## src/design/dab_pkg.sv

```systemverilog
`timescale 1ns / 1ps
`default_nettype none

package dab_pkg;

    localparam int THETA_BINS = 2048;
    localparam int PHI_BINS   = 512;

    // Input and magnitude widths.
    localparam int XW   = 18;
    localparam int AW   = 18;
    localparam int SQW  = 36;
    // Square root: 41-bit radicand, 21-bit root, two root bits per stage.
    localparam int REMW      = 42;
    localparam int CW        = 21;
    localparam int SQ_PER    = 2;
    localparam int SQ_STAGES = (CW + SQ_PER - 1) / SQ_PER;
    // Azimuth divider: 9 quotient bits, one per stage.
    localparam int DRW = 19;
    localparam int QW  = 9;
    // Theta and phi widths.
    localparam int TW   = 11;
    localparam int PW   = 9;
    localparam int C1W  = 27;
    localparam int CSW  = 38;
    localparam int BW   = 17;

    localparam int ONE_Q20 = 1 << 20;

    localparam logic [SQW-1:0] SQ_ONE   = SQW'(64'h1_0000_0000);
    localparam logic [C1W-1:0] C100_20  = C1W'(20 * ONE_Q20);
    localparam logic [C1W-1:0] C100_75  = C1W'(75 * ONE_Q20);
    localparam logic [C1W-1:0] C100_95  = C1W'(95 * ONE_Q20);
    localparam logic [C1W-1:0] C100_99  = C1W'(99 * ONE_Q20);
    localparam logic [TW-1:0]  TH_MAX   = TW'(THETA_BINS - 1);
    localparam logic [PW-1:0]  PH_MAX   = PW'(PHI_BINS - 1);

    typedef struct packed {
        logic              out_disk;
        logic              x_zero;
        logic              swap;
        logic [REMW-1:0]   rem;
        logic [CW-1:0]     root;
        logic [DRW-1:0]    drem;
        logic [AW-1:0]     dmax;
        logic [QW-1:0]     quo;
    } root_t;

    typedef struct packed {
        logic          valid_res;
        logic [TW-1:0] theta_index;
        logic [PW-1:0] phi_index;
    } bin_t;

    // Polar bin boundary k, scaled by 102400.
    function automatic logic [BW-1:0] bound_scaled(input logic [TW:0] k);
        logic [BW-1:0] b;
        if (k <= 12'd1024)
        begin
            b = 17'd102400 - BW'(k);
        end
        else if (k <= 12'd1536)
        begin
            b = 17'd101376 - (BW'(k - 12'd1024) << 3);
        end
        else if (k <= 12'd1792)
        begin
            b = 17'd97280 - BW'(k - 12'd1536) * 17'd80;
        end
        else
        begin
            b = 17'd76800 - BW'(k - 12'd1792) * 17'd220;
        end
        return b;
    endfunction

endpackage

`default_nettype wire

```

## src/design/dab_dir_if.sv

```systemverilog
`timescale 1ns / 1ps
`default_nettype none

interface dab_dir_if
    import dab_pkg::*;
();
    logic                 valid;
    logic                 ready;
    logic signed [XW-1:0] x_dir;
    logic signed [XW-1:0] y_dir;

    modport source (output valid, x_dir, y_dir, input ready);
    modport sink   (input valid, x_dir, y_dir, output ready);
endinterface

`default_nettype wire

```

## src/design/dab_bin_if.sv

```systemverilog
`timescale 1ns / 1ps
`default_nettype none

interface dab_bin_if
    import dab_pkg::*;
();
    logic          valid;
    logic          ready;
    logic          valid_res;
    logic [TW-1:0] theta_index;
    logic [PW-1:0] phi_index;

    modport source (output valid, valid_res, theta_index, phi_index, input ready);
    modport sink   (input valid, valid_res, theta_index, phi_index, output ready);
endinterface

`default_nettype wire

```

## src/design/dab_front.sv

```systemverilog
`timescale 1ns / 1ps
`default_nettype none

module dab_front
    import dab_pkg::*;
(
    input  wire logic                 clk,
    input  wire logic                 rst_n,
    input  wire logic                 in_valid,
    output logic                      in_ready,
    input  wire logic signed [XW-1:0] x_dir,
    input  wire logic signed [XW-1:0] y_dir,
    output logic                      out_valid,
    input  wire logic                 out_ready,
    output root_t                     out_st
);

    logic [1:0]     v_reg;
    logic [2:0]     rdy;
    logic [AW-1:0]  ax_reg, ax_next;
    logic [AW-1:0]  ay_reg, ay_next;
    logic [SQW-1:0] sq_reg, sq_next;
    root_t          st_reg, st_next;
    logic [32:0]    diff;

    always_comb
    begin
        rdy[2] = out_ready;
        rdy[1] = !v_reg[1] || rdy[2];
        rdy[0] = !v_reg[0] || rdy[1];
    end

    assign in_ready  = rdy[0];
    assign out_valid = v_reg[1];
    assign out_st    = st_reg;

    always_comb
    begin
        ax_next = x_dir[XW-1] ? AW'(-x_dir) : AW'(x_dir);
        ay_next = y_dir[XW-1] ? AW'(-y_dir) : AW'(y_dir);
        sq_next = (SQW'(ax_next) * SQW'(ax_next)) + (SQW'(ay_next) * SQW'(ay_next));
    end

    always_comb
    begin
        diff             = 33'(SQ_ONE) - sq_reg[32:0];
        st_next.out_disk = sq_reg > SQ_ONE;
        st_next.rem      = st_next.out_disk ? '0 : {1'b0, diff, 8'b0};
        st_next.root     = '0;
        st_next.x_zero   = ax_reg == '0;
        st_next.swap     = ay_reg >= ax_reg;
        st_next.dmax     = st_next.swap ? ay_reg : ax_reg;
        st_next.drem     = DRW'(st_next.swap ? ax_reg : ay_reg);
        st_next.quo      = '0;
    end

    always_ff @(posedge clk or negedge rst_n)
    begin
        if (!rst_n)
        begin
            v_reg <= '0;
        end
        else
        begin
            if (rdy[0])
            begin
                v_reg[0] <= in_valid;
            end
            if (rdy[1])
            begin
                v_reg[1] <= v_reg[0];
            end
        end
    end

    always_ff @(posedge clk)
    begin
        if (rdy[0])
        begin
            ax_reg <= ax_next;
            ay_reg <= ay_next;
            sq_reg <= sq_next;
        end
        if (rdy[1])
        begin
            st_reg <= st_next;
        end
    end

endmodule

`default_nettype wire

```

## src/design/dab_root_div.sv

```systemverilog
`timescale 1ns / 1ps
`default_nettype none

// Restoring square root at two root bits per stage; the azimuth
// divider adds one quotient bit per stage alongside, QW bits in all.
module dab_root_div
    import dab_pkg::*;
(
    input  wire logic   clk,
    input  wire logic   rst_n,
    input  wire logic   in_valid,
    output logic        in_ready,
    input  wire root_t  in_st,
    output logic        out_valid,
    input  wire logic   out_ready,
    output root_t       out_st
);

    logic [SQ_STAGES-1:0] v_reg;
    logic [SQ_STAGES:0]   rdy;
    logic [SQ_STAGES:0]   pv;
    root_t                pre     [SQ_STAGES+1];
    root_t                st_reg  [SQ_STAGES];
    root_t                st_next [SQ_STAGES];

    always_comb
    begin
        rdy[SQ_STAGES] = out_ready;
        for (int i = SQ_STAGES - 1; i >= 0; i--)
        begin
            rdy[i] = !v_reg[i] || rdy[i+1];
        end
    end

    assign in_ready  = rdy[0];
    assign out_valid = v_reg[SQ_STAGES-1];
    assign out_st    = st_reg[SQ_STAGES-1];
    assign pre[0]    = in_st;
    assign pv[0]     = in_valid;

    for (genvar s = 0; s < SQ_STAGES; s++)
    begin : g_stage
        assign pre[s+1] = st_reg[s];
        assign pv[s+1]  = v_reg[s];

        always_comb
        begin
            root_t           w;
            int              bi;
            logic [REMW-1:0] trial;
            logic [DRW-1:0]  t;
            w = pre[s];
            for (int k = 0; k < SQ_PER; k++)
            begin
                bi    = CW - 1 - SQ_PER * s - k;
                trial = (REMW'(w.root) << (bi + 1)) + (REMW'(1) << (2 * bi));
                if (bi >= 0 && w.rem >= trial)
                begin
                    w.rem      = w.rem - trial;
                    w.root[bi] = 1'b1;
                end
            end
            t = (s == 0) ? w.drem : DRW'(w.drem << 1);
            if (s < QW)
            begin
                if (t >= DRW'(w.dmax))
                begin
                    w.quo[QW-1-s] = 1'b1;
                    w.drem        = t - DRW'(w.dmax);
                end
                else
                begin
                    w.drem = t;
                end
            end
            st_next[s] = w;
        end

        always_ff @(posedge clk or negedge rst_n)
        begin
            if (!rst_n)
            begin
                v_reg[s] <= 1'b0;
            end
            else if (rdy[s])
            begin
                v_reg[s] <= pv[s];
            end
        end

        always_ff @(posedge clk)
        begin
            if (rdy[s])
            begin
                st_reg[s] <= st_next[s];
            end
        end
    end

endmodule

`default_nettype wire

```

## src/design/dab_theta.sv

```systemverilog
`timescale 1ns / 1ps
`default_nettype none

module dab_theta
    import dab_pkg::*;
(
    input  wire logic   clk,
    input  wire logic   rst_n,
    input  wire logic   in_valid,
    output logic        in_ready,
    input  wire root_t  in_st,
    output logic        out_valid,
    input  wire logic   out_ready,
    output bin_t        out_bin
);

    typedef struct packed {
        logic           invalid;
        logic [PW-1:0]  ph_raw;
        logic [C1W-1:0] c100;
        logic [CSW-1:0] cs;
        logic [BW-1:0]  th0;
    } t1_t;

    typedef struct packed {
        logic           invalid;
        logic [PW-1:0]  ph_raw;
        logic [CSW-1:0] cs;
        logic [TW-1:0]  th;
    } t2_t;

    typedef struct packed {
        logic           invalid;
        logic [PW-1:0]  ph_raw;
        logic [CSW-1:0] cs;
        logic [TW-1:0]  th;
        logic [BW-1:0]  bl;
        logic [BW-1:0]  bh;
    } t3_t;

    logic [3:0] v_reg;
    logic [4:0] rdy;
    t1_t        s1_reg, s1_next;
    t2_t        s2_reg, s2_next;
    t3_t        s3_reg, s3_next;
    bin_t       s4_reg, s4_next;

    logic [CW-1:0]  c;
    logic [CSW-1:0] p0;
    logic [C1W-1:0] n99, n95, n75;
    logic [10:0]    a5;
    logic [14:0]    a55;
    logic [26:0]    m5;
    logic [29:0]    m55;
    logic [TW:0]    th_c;
    logic           dec, inc;
    logic [TW-1:0]  th_f;

    always_comb
    begin
        rdy[4] = out_ready;
        for (int i = 3; i >= 0; i--)
        begin
            rdy[i] = !v_reg[i] || rdy[i+1];
        end
    end

    assign in_ready  = rdy[0];
    assign out_valid = v_reg[3];
    assign out_bin   = s4_reg;

    // Stage 1: scaled forms of cos(theta) and the raw azimuth bin.
    always_comb
    begin
        c               = in_st.root;
        s1_next.c100    = C1W'(c) * C1W'(100);
        s1_next.cs      = CSW'(c) * CSW'(102400);
        p0              = CSW'(CW'(ONE_Q20) - c) * CSW'(102400);
        s1_next.th0     = p0[36:20];
        s1_next.invalid = in_st.out_disk || (s1_next.c100 < C100_20);
        if (in_st.x_zero)
        begin
            s1_next.ph_raw = PH_MAX;
        end
        else if (in_st.swap)
        begin
            s1_next.ph_raw = PH_MAX - in_st.quo;
        end
        else
        begin
            s1_next.ph_raw = in_st.quo;
        end
    end

    // Stage 2: piecewise-linear first guess; /5 and /55 by reciprocal.
    always_comb
    begin
        n99 = C100_99 - s1_reg.c100;
        n95 = C100_95 - s1_reg.c100;
        n75 = C100_75 - s1_reg.c100;
        a5  = 11'(n95 >> 14);
        a55 = 15'(n75 >> 12);
        m5  = 27'(a5) * 27'd52429;
        m55 = 30'(a55) * 30'd19066;
        if (s1_reg.c100 > C100_99)
        begin
            th_c = 12'(s1_reg.th0);
        end
        else if (s1_reg.c100 > C100_95)
        begin
            th_c = 12'(n99 >> 13) + 12'd1024;
        end
        else if (s1_reg.c100 > C100_75)
        begin
            th_c = 12'(m5[26:18]) + 12'd1536;
        end
        else
        begin
            th_c = 12'(m55[29:20]) + 12'd1792;
        end
        s2_next.invalid = s1_reg.invalid;
        s2_next.ph_raw  = s1_reg.ph_raw;
        s2_next.cs      = s1_reg.cs;
        s2_next.th      = (th_c > 12'(TH_MAX)) ? TH_MAX : th_c[TW-1:0];
    end

    // Stage 3: bin boundaries on both sides of the guess.
    always_comb
    begin
        s3_next.invalid = s2_reg.invalid;
        s3_next.ph_raw  = s2_reg.ph_raw;
        s3_next.cs      = s2_reg.cs;
        s3_next.th      = s2_reg.th;
        s3_next.bl      = bound_scaled({1'b0, s2_reg.th});
        s3_next.bh      = bound_scaled({1'b0, s2_reg.th} + 12'd1);
    end

    // Stage 4: one correction step, then the on-axis and invalid cases.
    always_comb
    begin
        dec = (s3_reg.th != '0) && ({1'b0, s3_reg.bl, 20'b0} < s3_reg.cs);
        inc = !dec && (s3_reg.th != TH_MAX) && ({1'b0, s3_reg.bh, 20'b0} > s3_reg.cs);
        if (dec)
        begin
            th_f = s3_reg.th - 11'd1;
        end
        else if (inc)
        begin
            th_f = s3_reg.th + 11'd1;
        end
        else
        begin
            th_f = s3_reg.th;
        end
        if (s3_reg.invalid)
        begin
            s4_next = '0;
        end
        else
        begin
            s4_next.valid_res   = 1'b1;
            s4_next.theta_index = th_f;
            s4_next.phi_index   = (th_f == '0) ? '0 : s3_reg.ph_raw;
        end
    end

    always_ff @(posedge clk or negedge rst_n)
    begin
        if (!rst_n)
        begin
            v_reg <= '0;
        end
        else
        begin
            if (rdy[0])
            begin
                v_reg[0] <= in_valid;
            end
            for (int i = 1; i < 4; i++)
            begin
                if (rdy[i])
                begin
                    v_reg[i] <= v_reg[i-1];
                end
            end
        end
    end

    always_ff @(posedge clk)
    begin
        if (rdy[0])
        begin
            s1_reg <= s1_next;
        end
        if (rdy[1])
        begin
            s2_reg <= s2_next;
        end
        if (rdy[2])
        begin
            s3_reg <= s3_next;
        end
        if (rdy[3])
        begin
            s4_reg <= s4_next;
        end
    end

endmodule

`default_nettype wire

```

## src/design/direction_to_angle_bin_core.sv

```systemverilog
`timescale 1ns / 1ps
`default_nettype none

// Maps a direction (x and y direction cosines, signed Q1.16) to a polar bin
// (0..2047) and an azimuth bin (0..511), with valid_res low for directions
// outside the unit disk or with cos(theta) below 0.2, in which case both
// bins read zero. One request is taken every clock cycle when the output is
// not stalled. The front stages form x^2 + y^2 and the radicand, the
// square-root stages run the root at two root bits per stage (the azimuth
// quotient is built in the same stages), and the theta stages bin, correct
// and register the result. Every stage holds its own valid bit, so a
// stalled output lets requests keep entering until the empty stages are
// filled.
module direction_to_angle_bin_core
    import dab_pkg::*;
(
    input  wire logic   clk,
    input  wire logic   rst_n,
    dab_dir_if.sink     dir,
    dab_bin_if.source   bin
);

    logic  f_valid, f_ready;
    root_t f_st;
    logic  r_valid, r_ready;
    root_t r_st;
    bin_t  res;

    dab_front u_front (
        .clk       (clk),
        .rst_n     (rst_n),
        .in_valid  (dir.valid),
        .in_ready  (dir.ready),
        .x_dir     (dir.x_dir),
        .y_dir     (dir.y_dir),
        .out_valid (f_valid),
        .out_ready (f_ready),
        .out_st    (f_st)
    );

    dab_root_div u_root_div (
        .clk       (clk),
        .rst_n     (rst_n),
        .in_valid  (f_valid),
        .in_ready  (f_ready),
        .in_st     (f_st),
        .out_valid (r_valid),
        .out_ready (r_ready),
        .out_st    (r_st)
    );

    dab_theta u_theta (
        .clk       (clk),
        .rst_n     (rst_n),
        .in_valid  (r_valid),
        .in_ready  (r_ready),
        .in_st     (r_st),
        .out_valid (bin.valid),
        .out_ready (bin.ready),
        .out_bin   (res)
    );

    assign bin.valid_res   = res.valid_res;
    assign bin.theta_index = res.theta_index;
    assign bin.phi_index   = res.phi_index;

    // Requests are refused only when every stage, the output included, is full.
    a_full_when_refused: assert property (@(posedge clk) disable iff (!rst_n)
        !dir.ready |-> bin.valid)
        else $error("request refused while the output stage is empty");

    a_invalid_zero: assert property (@(posedge clk) disable iff (!rst_n)
        bin.valid && !bin.valid_res |-> bin.theta_index == '0 && bin.phi_index == '0)
        else $error("invalid result carries nonzero bins");

    a_on_axis: assert property (@(posedge clk) disable iff (!rst_n)
        bin.valid && bin.valid_res && bin.theta_index == '0 |-> bin.phi_index == '0)
        else $error("on-axis result has nonzero azimuth bin");

endmodule

`default_nettype wire

```

## src/flat_wrapper.sv

```systemverilog
// flat-port wrapper written by rule: the top's interface ports become plain ports
module direction_to_angle_bin_core_flat import dab_pkg::*;
  (clk, rst_n, dir_valid, dir_x_dir, dir_y_dir, dir_ready, bin_valid, bin_valid_res, bin_theta_index, bin_phi_index, bin_ready);
  dab_dir_if dir_i ();
  dab_bin_if bin_i ();
  input  wire logic clk;
  input  wire logic rst_n;
  input wire logic [$bits(dir_i.valid)-1:0] dir_valid;
  input wire logic [$bits(dir_i.x_dir)-1:0] dir_x_dir;
  input wire logic [$bits(dir_i.y_dir)-1:0] dir_y_dir;
  output wire logic [$bits(dir_i.ready)-1:0] dir_ready;
  output wire logic [$bits(bin_i.valid)-1:0] bin_valid;
  output wire logic [$bits(bin_i.valid_res)-1:0] bin_valid_res;
  output wire logic [$bits(bin_i.theta_index)-1:0] bin_theta_index;
  output wire logic [$bits(bin_i.phi_index)-1:0] bin_phi_index;
  input wire logic [$bits(bin_i.ready)-1:0] bin_ready;
  assign dir_i.valid = dir_valid;
  assign dir_i.x_dir = dir_x_dir;
  assign dir_i.y_dir = dir_y_dir;
  assign dir_ready = dir_i.ready;
  assign bin_valid = bin_i.valid;
  assign bin_valid_res = bin_i.valid_res;
  assign bin_theta_index = bin_i.theta_index;
  assign bin_phi_index = bin_i.phi_index;
  assign bin_i.ready = bin_ready;
  direction_to_angle_bin_core u_core (.clk(clk), .rst_n(rst_n), .dir(dir_i), .bin(bin_i));
endmodule
```

## config.mk

```make
export PLATFORM = sky130hd
export DESIGN_NAME = direction_to_angle_bin_core_flat
export DESIGN_NICKNAME = d
export VERILOG_FILES = /design/src/design/dab_pkg.sv /design/src/design/dab_dir_if.sv /design/src/design/dab_bin_if.sv /design/src/design/dab_front.sv /design/src/design/dab_root_div.sv /design/src/design/dab_theta.sv /design/src/design/direction_to_angle_bin_core.sv /design/src/flat_wrapper.sv
export SDC_FILE = /design/constraint.sdc
export NUM_CORES = 2
export LEC_CHECK = 0
export ABC_AREA = 1
export BUFFER_PORTS_ARGS = -buffer_cell sky130_fd_sc_hd__buf_2
export CAP_MARGIN = 20
export CELL_PAD_IN_SITES_DETAIL_PLACEMENT = 1
export CELL_PAD_IN_SITES_GLOBAL_PLACEMENT = 1
export CORE_MARGIN = 2
export CORE_UTILIZATION = 50
export DETAILED_ROUTE_END_ITERATION = 8
export PLACE_DENSITY_LB_ADDON = 0.3
export SLEW_MARGIN = 20
export SYNTH_ARGS = -nofsm -noshare
export SYNTH_HDL_FRONTEND = slang
export SYNTH_SLANG_ARGS = --single-unit
```

## constraint.sdc

```tcl
create_clock -name clk -period 34 [get_ports clk]
set_clock_uncertainty 0.2 [all_clocks]
set_input_delay 3.4 -clock clk [delete_from_list [all_inputs] [get_ports clk]]
set_output_delay 3.4 -clock clk [all_outputs]
set_load 0.01 [all_outputs]
```

; Word-level counts from Yosys, hierarchy flattened
; Memory sizes are Yosys's and may differ from the RTL's.
; Cells that the tools add are included.
; Widths: inputs -> output; s select.
[op_classes]
n_eq_ne = 1
n_addsub = 79
multipliers = 11
mux = 99
n_reduce_logical = 43
magnitude_cmp = 45
[op_table]
columns = operator, count
row1 = $mux 42, 20
row2 = $ge 19x18->1, 9
row3 = $mux 19, 9
row4 = $sub 19x18->19, 9
row5 = $mux 17, 6
row6 = $gt 27x27->1 const B, 3
row7 = $mul 18x18->36, 2
row8 = $mux 18, 4
row9 = $sub 17x17->17 const A, 4
row10 = $mux 1, 51
row11 = $mux 43, 1
row12 = $add 41x39->42 const B, 1
row13 = $ge 42x23->1, 1
row14 = $ge 42x24->1, 1
row15 = $ge 42x25->1, 1
row16 = $ge 42x26->1, 1
row17 = $ge 42x27->1, 1
row18 = $ge 42x28->1, 1
row19 = $ge 42x29->1, 1
row20 = $ge 42x30->1, 1
row21 = $ge 42x31->1, 1
row22 = $ge 42x32->1, 1
row23 = $ge 42x33->1, 1
row24 = $ge 42x34->1, 1
row25 = other kinds (96), 147
[totals]
reg_bits = 393
n_memories = 1
wordCells = 324
mem_bits_rw = 1232
[mem_list]
columns = memory, words, width, read_ports, rd_ports_with_merged_regs, wr, line
row1 = u_core.u_root_div.st_reg, 11, 112, 11, 0, 11, dab_root_div.sv:23  ; root_t st_reg [SQ_STAGES];

; Logic depth before layout (Yosys ltp)
[depth]
ltp_word = 18
ltp_mapped = 43
mapped_depth_nobuf = 41

; Cells and area by module
; A second synthesis with hierarchy kept.
[hier_totals]
cells_unflattened = 16811
hier_area_um2 = 141116.6
[modules_own_cells]
columns = mod, cells_per_inst, instances, seq_area_each_um2, area_each_um2
row1 = dab_root_div, 10887, 1, 37030.5, 89181.8
row2 = dab_theta, 3095, 1, 6015.8, 26148.8
row3 = dab_front, 2829, 1, 4374.2, 25786.0

; Worst setup path after synthesis
; No wires, ideal clock.
[synth_timing]
kind = input-to-output
start = input bin_ready
end = output dir_ready
path_slack_ns = 14.206
stages = 16
t_arrival_ns = 16.194
cell_sequence = inv_1 nand2_2 nor2_4 nand4_2 nor2_1 nand2_1 nor2_1 nand2_1 nor2_2 nand2_1 nor2_2 nand2_1 nor2_1 nand2_1 nor2_1 nand2_1
[synth_between]
elab_chain_len = 17
[synth_rtl]
columns = element, line
row1 = "start, declared", flat_wrapper.sv:16  ; input wire logic [$bits(bin_i.ready)-1:0] bin_ready;
row2 = $logic_or 1x1->1, dab_theta.sv:64  ; rdy[i] = !v_reg[i] || rdy[i+1];
row3 = net u_core.u_theta.rdy[3], dab_theta.sv:42  ; logic [4:0] rdy;
row4 = $logic_or 1x1->1 (3 in a row), dab_theta.sv:64
row5 = $logic_or 1x1->1, dab_root_div.sv:31  ; rdy[i] = !v_reg[i] || rdy[i+1];
row6 = net u_core.u_root_div.rdy[10], dab_root_div.sv:20  ; logic [SQ_STAGES:0] rdy;
row7 = $logic_or 1x1->1 (2 in a row), dab_root_div.sv:31
row8 = net u_core.u_root_div.rdy[8], dab_root_div.sv:20
row9 = $logic_or 1x1->1 (2 in a row), dab_root_div.sv:31
row10 = net u_core.u_root_div.rdy[6], dab_root_div.sv:20
row11 = $logic_or 1x1->1 (2 in a row), dab_root_div.sv:31
row12 = net u_core.u_root_div.rdy[4], dab_root_div.sv:20
row13 = $logic_or 1x1->1 (2 in a row), dab_root_div.sv:31
row14 = net u_core.u_root_div.rdy[2], dab_root_div.sv:20
row15 = $logic_or 1x1->1 (2 in a row), dab_root_div.sv:31
row16 = net u_core.f_ready, direction_to_angle_bin_core.sv:23  ; logic f_valid, f_ready;
row17 = $logic_or 1x1->1, dab_front.sv:29  ; rdy[1] = !v_reg[1] || rdy[2];
row18 = $logic_or 1x1->1, dab_front.sv:30  ; rdy[0] = !v_reg[0] || rdy[1];
row19 = "end, declared", flat_wrapper.sv:11  ; output wire logic [$bits(dir_i.ready)-1:0] dir_ready;
; The timed path passes the listed nets, and every way through them passes these cells.

; Worst setup path after layout
; Same ends and word-level chain as after synthesis.

==> impl_metrics.py <==
metrics = {
    "run_status": {
        "outcome": "completed",
    },
    "detailed_routing": {
        "route.met3.wl_um": 12900,
        "wl_met2_um": 165000,
        "vias": 86300,
        "met1_length_um": 135000,
        "wl_per_cell_um": 21.1,
        "wl_um": 329000,
        "viasPerCell": 5.55,
        "topRoutingLayerUsed": "met5",
        "drt_drc_violations_left": 0,
        "drtIter0Drc": 4941,
        "drt_first_pass_iters": 6,
        "drtAntennaViolNets": 0,
    },
    "global_route": {
        "grt_overflow": 0,
        "antenna_found_initial": 5,
        "grt_max_degree": 82,
        "grt_pass1_wl_um": 519000,
        "grt.total_usage_pct": 30.0,
        "grt_pass1_vias": 94800,
    },
    "clocking": {
        "numClockSinks": 1219,
        "cts_resized": 0,
        "cts_buffer_depth": 3,
        "cts_setup_buffers": 0,
        "cts-root-buf": "clkbuf_16",
        "cts_buffers": 144,
        "hold_buffers": 0,
        "clock_latency_ns": 0.84,
        "htree_levels": 4,
        "clkTransAtPathRegs_ns": 0.06,
        "tritoncts": "built",
    },
    "synthesis": {
        "ys_warn_count": 0,
        "synth_enable_flop_cells": 1202,
        "synth-seq-cells": 1219,
        "ys_types": 73,
        "synthFlopType": "edfxtp_1",
        "async_flop_share_pct": 1.39,
        "syn_area_sq_mm": 0.108,
        "seq_area_frac_synth_pct": 33.8,
        "syn_inst": 12500,
        "syn_avg_cell_area_sq_um": 8.67,
    },
    "floorplan": {
        "die_x_um": 469,
        "ios": 63,
        "coreArea_sq_mm": 0.215,
        "die_h_um": 469,
        "initial_core_util_pct": 50.3,
        "rows": 170,
        "dieArea_sq_mm": 0.220,
    },
    "setup_path": {
        "endpoint_kind": "output port",
        "critPathMaxStageDelay_ns": 0.60,
        "criticalPathCategory": "in -> out",
        "cp_slowest_cell": "nor2_1",
        "worstSetupStartpointType": "input pin",
        "reg2reg_slack_ns": 24.30,
        "critPathMaxFanout": 78,
        "cp_cell_sequence": "buf_2, inv_1, nand2_2, nor2_4, nand4_2, buf_4, nor2_1, nand2_4, nor2_1, nand2_4, nor2_2, nand2_4, nor2_2, nand2_4, nor2_1, nand2_8, nor2_1, nand2_4, buf_2",
        "r2r_start": "u_core.u_theta.s1_reg[31]$_DFFE_PP_",
        "cp_data_required_time_ns": 30.40,
        "reg2regPathDepth": 37,
        "worst-endpoint-arrival_ns": 10.06,
        "r2r_end": "u_core.u_theta.s2_reg[0]$_SDFFCE_PN1P_",
        "critPathMostFrequentCell": "nand2_4",
    },
    "placed_design": {
        "gp_congestion": 0.973,
        "hpwl_um": 270000,
        "io_buffers": 62,
        "dp.cells": 15300,
    },
    "timing": {
        "max_freq_mhz": 73.2,
        "finalCriticalPeriod_ns": 13.66,
        "worstMarginPinSlew_ns": 1.13,
        "slew_viol_final": 0,
        "setup_viol": 0,
        "slew-limit-headroom_pct": 23.8,
        "finalHoldViolations": 0,
        "period_share_pct": 40.2,
        "rsz0062_at_grt": "no",
        "finalSetupTns_ns": 0,
    },
    "layout": {
        "final-instance-count-excl-fill": 15600,
        "largest_reg_flops": 861,
        "synthToLayoutAreaGrowth_pct": 7.91,
        "nets": 14400,
        "nFillCells": 25400,
        "drive_above_1_share_pct": 4.49,
    },
    "job": {
        "drv_cap": 0,
    },
    "min_path": {
        "min_path_type": "reg -> reg",
        "whs_endpoint": "u_core.u_root_div.st_reg[9][1]$_DFFE_PP_",
        "hp-start": "u_core.u_root_div.st_reg[8][1]$_DFFE_PP_",
        "hold_depth": 0,
    },
}
cell families after synthesis:
logic type,synth area share (%)
and+or+nand+nor,18.5
buffers and inverters,9.17
adders and majority gates,25.8
AOI/OAI and AO/OA,8.36
DFF,33.8
xor gates and xnor gates,4.45
other,0.00695
layer usage:
layer | GRT usage (%) | up-vias
li1 | - | 40800
met1 | 36.3 | 43000
met2 | 53.5 | 1845
met3 | 3.69 | 725
met4 | 13.1 | 4
met5 | 0 | -
final cells by class:
type / instances / area, sq um / share of cell area, %
sequential: 1219 / 36500 / 31.3
timing repair buffer: 104 / 646 / 0.554
multi-input combinational: 8685 / 61900 / 53.0
inverter: 2445 / 9190 / 7.88
clock inverter: 96 / 1180 / 1.01
tap: 2838 / 3550 / 3.04
clock buffer: 163 / 3670 / 3.15
antenna: 1 / 2.50 / 0.00215
worst max-delay path by stage:
stage,start,end,slack [ns],depth (start not counted)
final,bin_ready,dir_ready,20.34,19
after global routing,bin_ready,dir_ready,19.74,19
after CTS,bin_ready,dir_ready,20.07,19
after detailed placement,bin_ready,dir_ready,20.12,19
after global placement,bin_ready,dir_ready,20.60,19
after floorplan,bin_ready,dir_ready,14.21,16
synthesized netlist by cell type (7+ instances only):
cell type | count | area share [%]
inv_1 | 2402 | 8.3
nand2_1 | 2400 | 8.3
edfxtp_1 | 1202 | 33
ha_1 | 1100 | 13
nor2_1 | 1098 | 3.8
a21oi_1 | 712 | 3.3
fa_1 | 704 | 13
nand3_1 | 574 | 2.7
o21ai_0 | 534 | 2.5
xor2_1 | 311 | 2.5
xnor2_1 | 234 | 1.9
nand4_1 | 184 | 1.1
nor3_1 | 130 | 0.60
clkbuf_1 | 99 | 0.34
nor4_1 | 68 | 0.39
a21o_1 | 57 | 0.40
or2_2 | 53 | 0.31
a31oi_1 | 50 | 0.29
o211ai_1 | 49 | 0.34
o21ai_1 | 43 | 0.20
o21bai_1 | 35 | 0.24
nand2_2 | 33 | 0.19
inv_2 | 28 | 0.097
nor2_2 | 28 | 0.16
nand3b_1 | 24 | 0.17
nand3_2 | 23 | 0.21
o21a_1 | 22 | 0.15
buf_2 | 21 | 0.097
a221oi_1 | 18 | 0.15
a211oi_1 | 17 | 0.12
dfrtp_1 | 17 | 0.39
buf_6 | 16 | 0.17
a21oi_2 | 15 | 0.12
clkinv_1 | 15 | 0.052
a21boi_0 | 13 | 0.090
o21ai_2 | 12 | 0.097
and2_1 | 11 | 0.064
o31ai_1 | 11 | 0.076
nor2_4 | 10 | 0.10
buf_4 | 7 | 0.049
nor3b_1 | 7 | 0.049
o311ai_0 | 7 | 0.057
through the flow:
stage / hold WS, ns / setup slack (ns) / instance area [sq um] / utilization, %
after CTS: 0.205 / 20.07 / 117000 / 54.3
after global routing: 0.214 / 19.74 / 117000 / 54.3
after detailed placement: 0.205 / 20.12 / 112000 / 52.0
final: 0.205 / 20.34 / 117000 / 54.3
after floorplan: 0.200 / 14.21 / 108000 / -
after global placement: 0.201 / 20.60 / 112000 / 52.0
worst max-delay path: cells and delay by family:
family	cells	cell delay (ns)
buf+inv	4	0.76
simple gates	15	5.75
layout by cell type, fill, tap and decap left out, types with 53 or more instances in the layout:
cell type,instances
o21ai_0,533
a21o_1,57
nand4_1,184
nor2_1,1096
a21oi_1,712
ha_1,1100
fa_1,704
xnor2_1,234
nand2_1,2393
xor2_1,311
nand3_1,573
nor3_1,130
nor4_1,68
inv_1,2395
clkbuf_16,144
edfxtp_1,1202
buf_2,62
or2_2,53
Power is left out: the tool's default activity adds up to more than one toggle a clock period on the data nets, which glitch-free logic cannot reach.
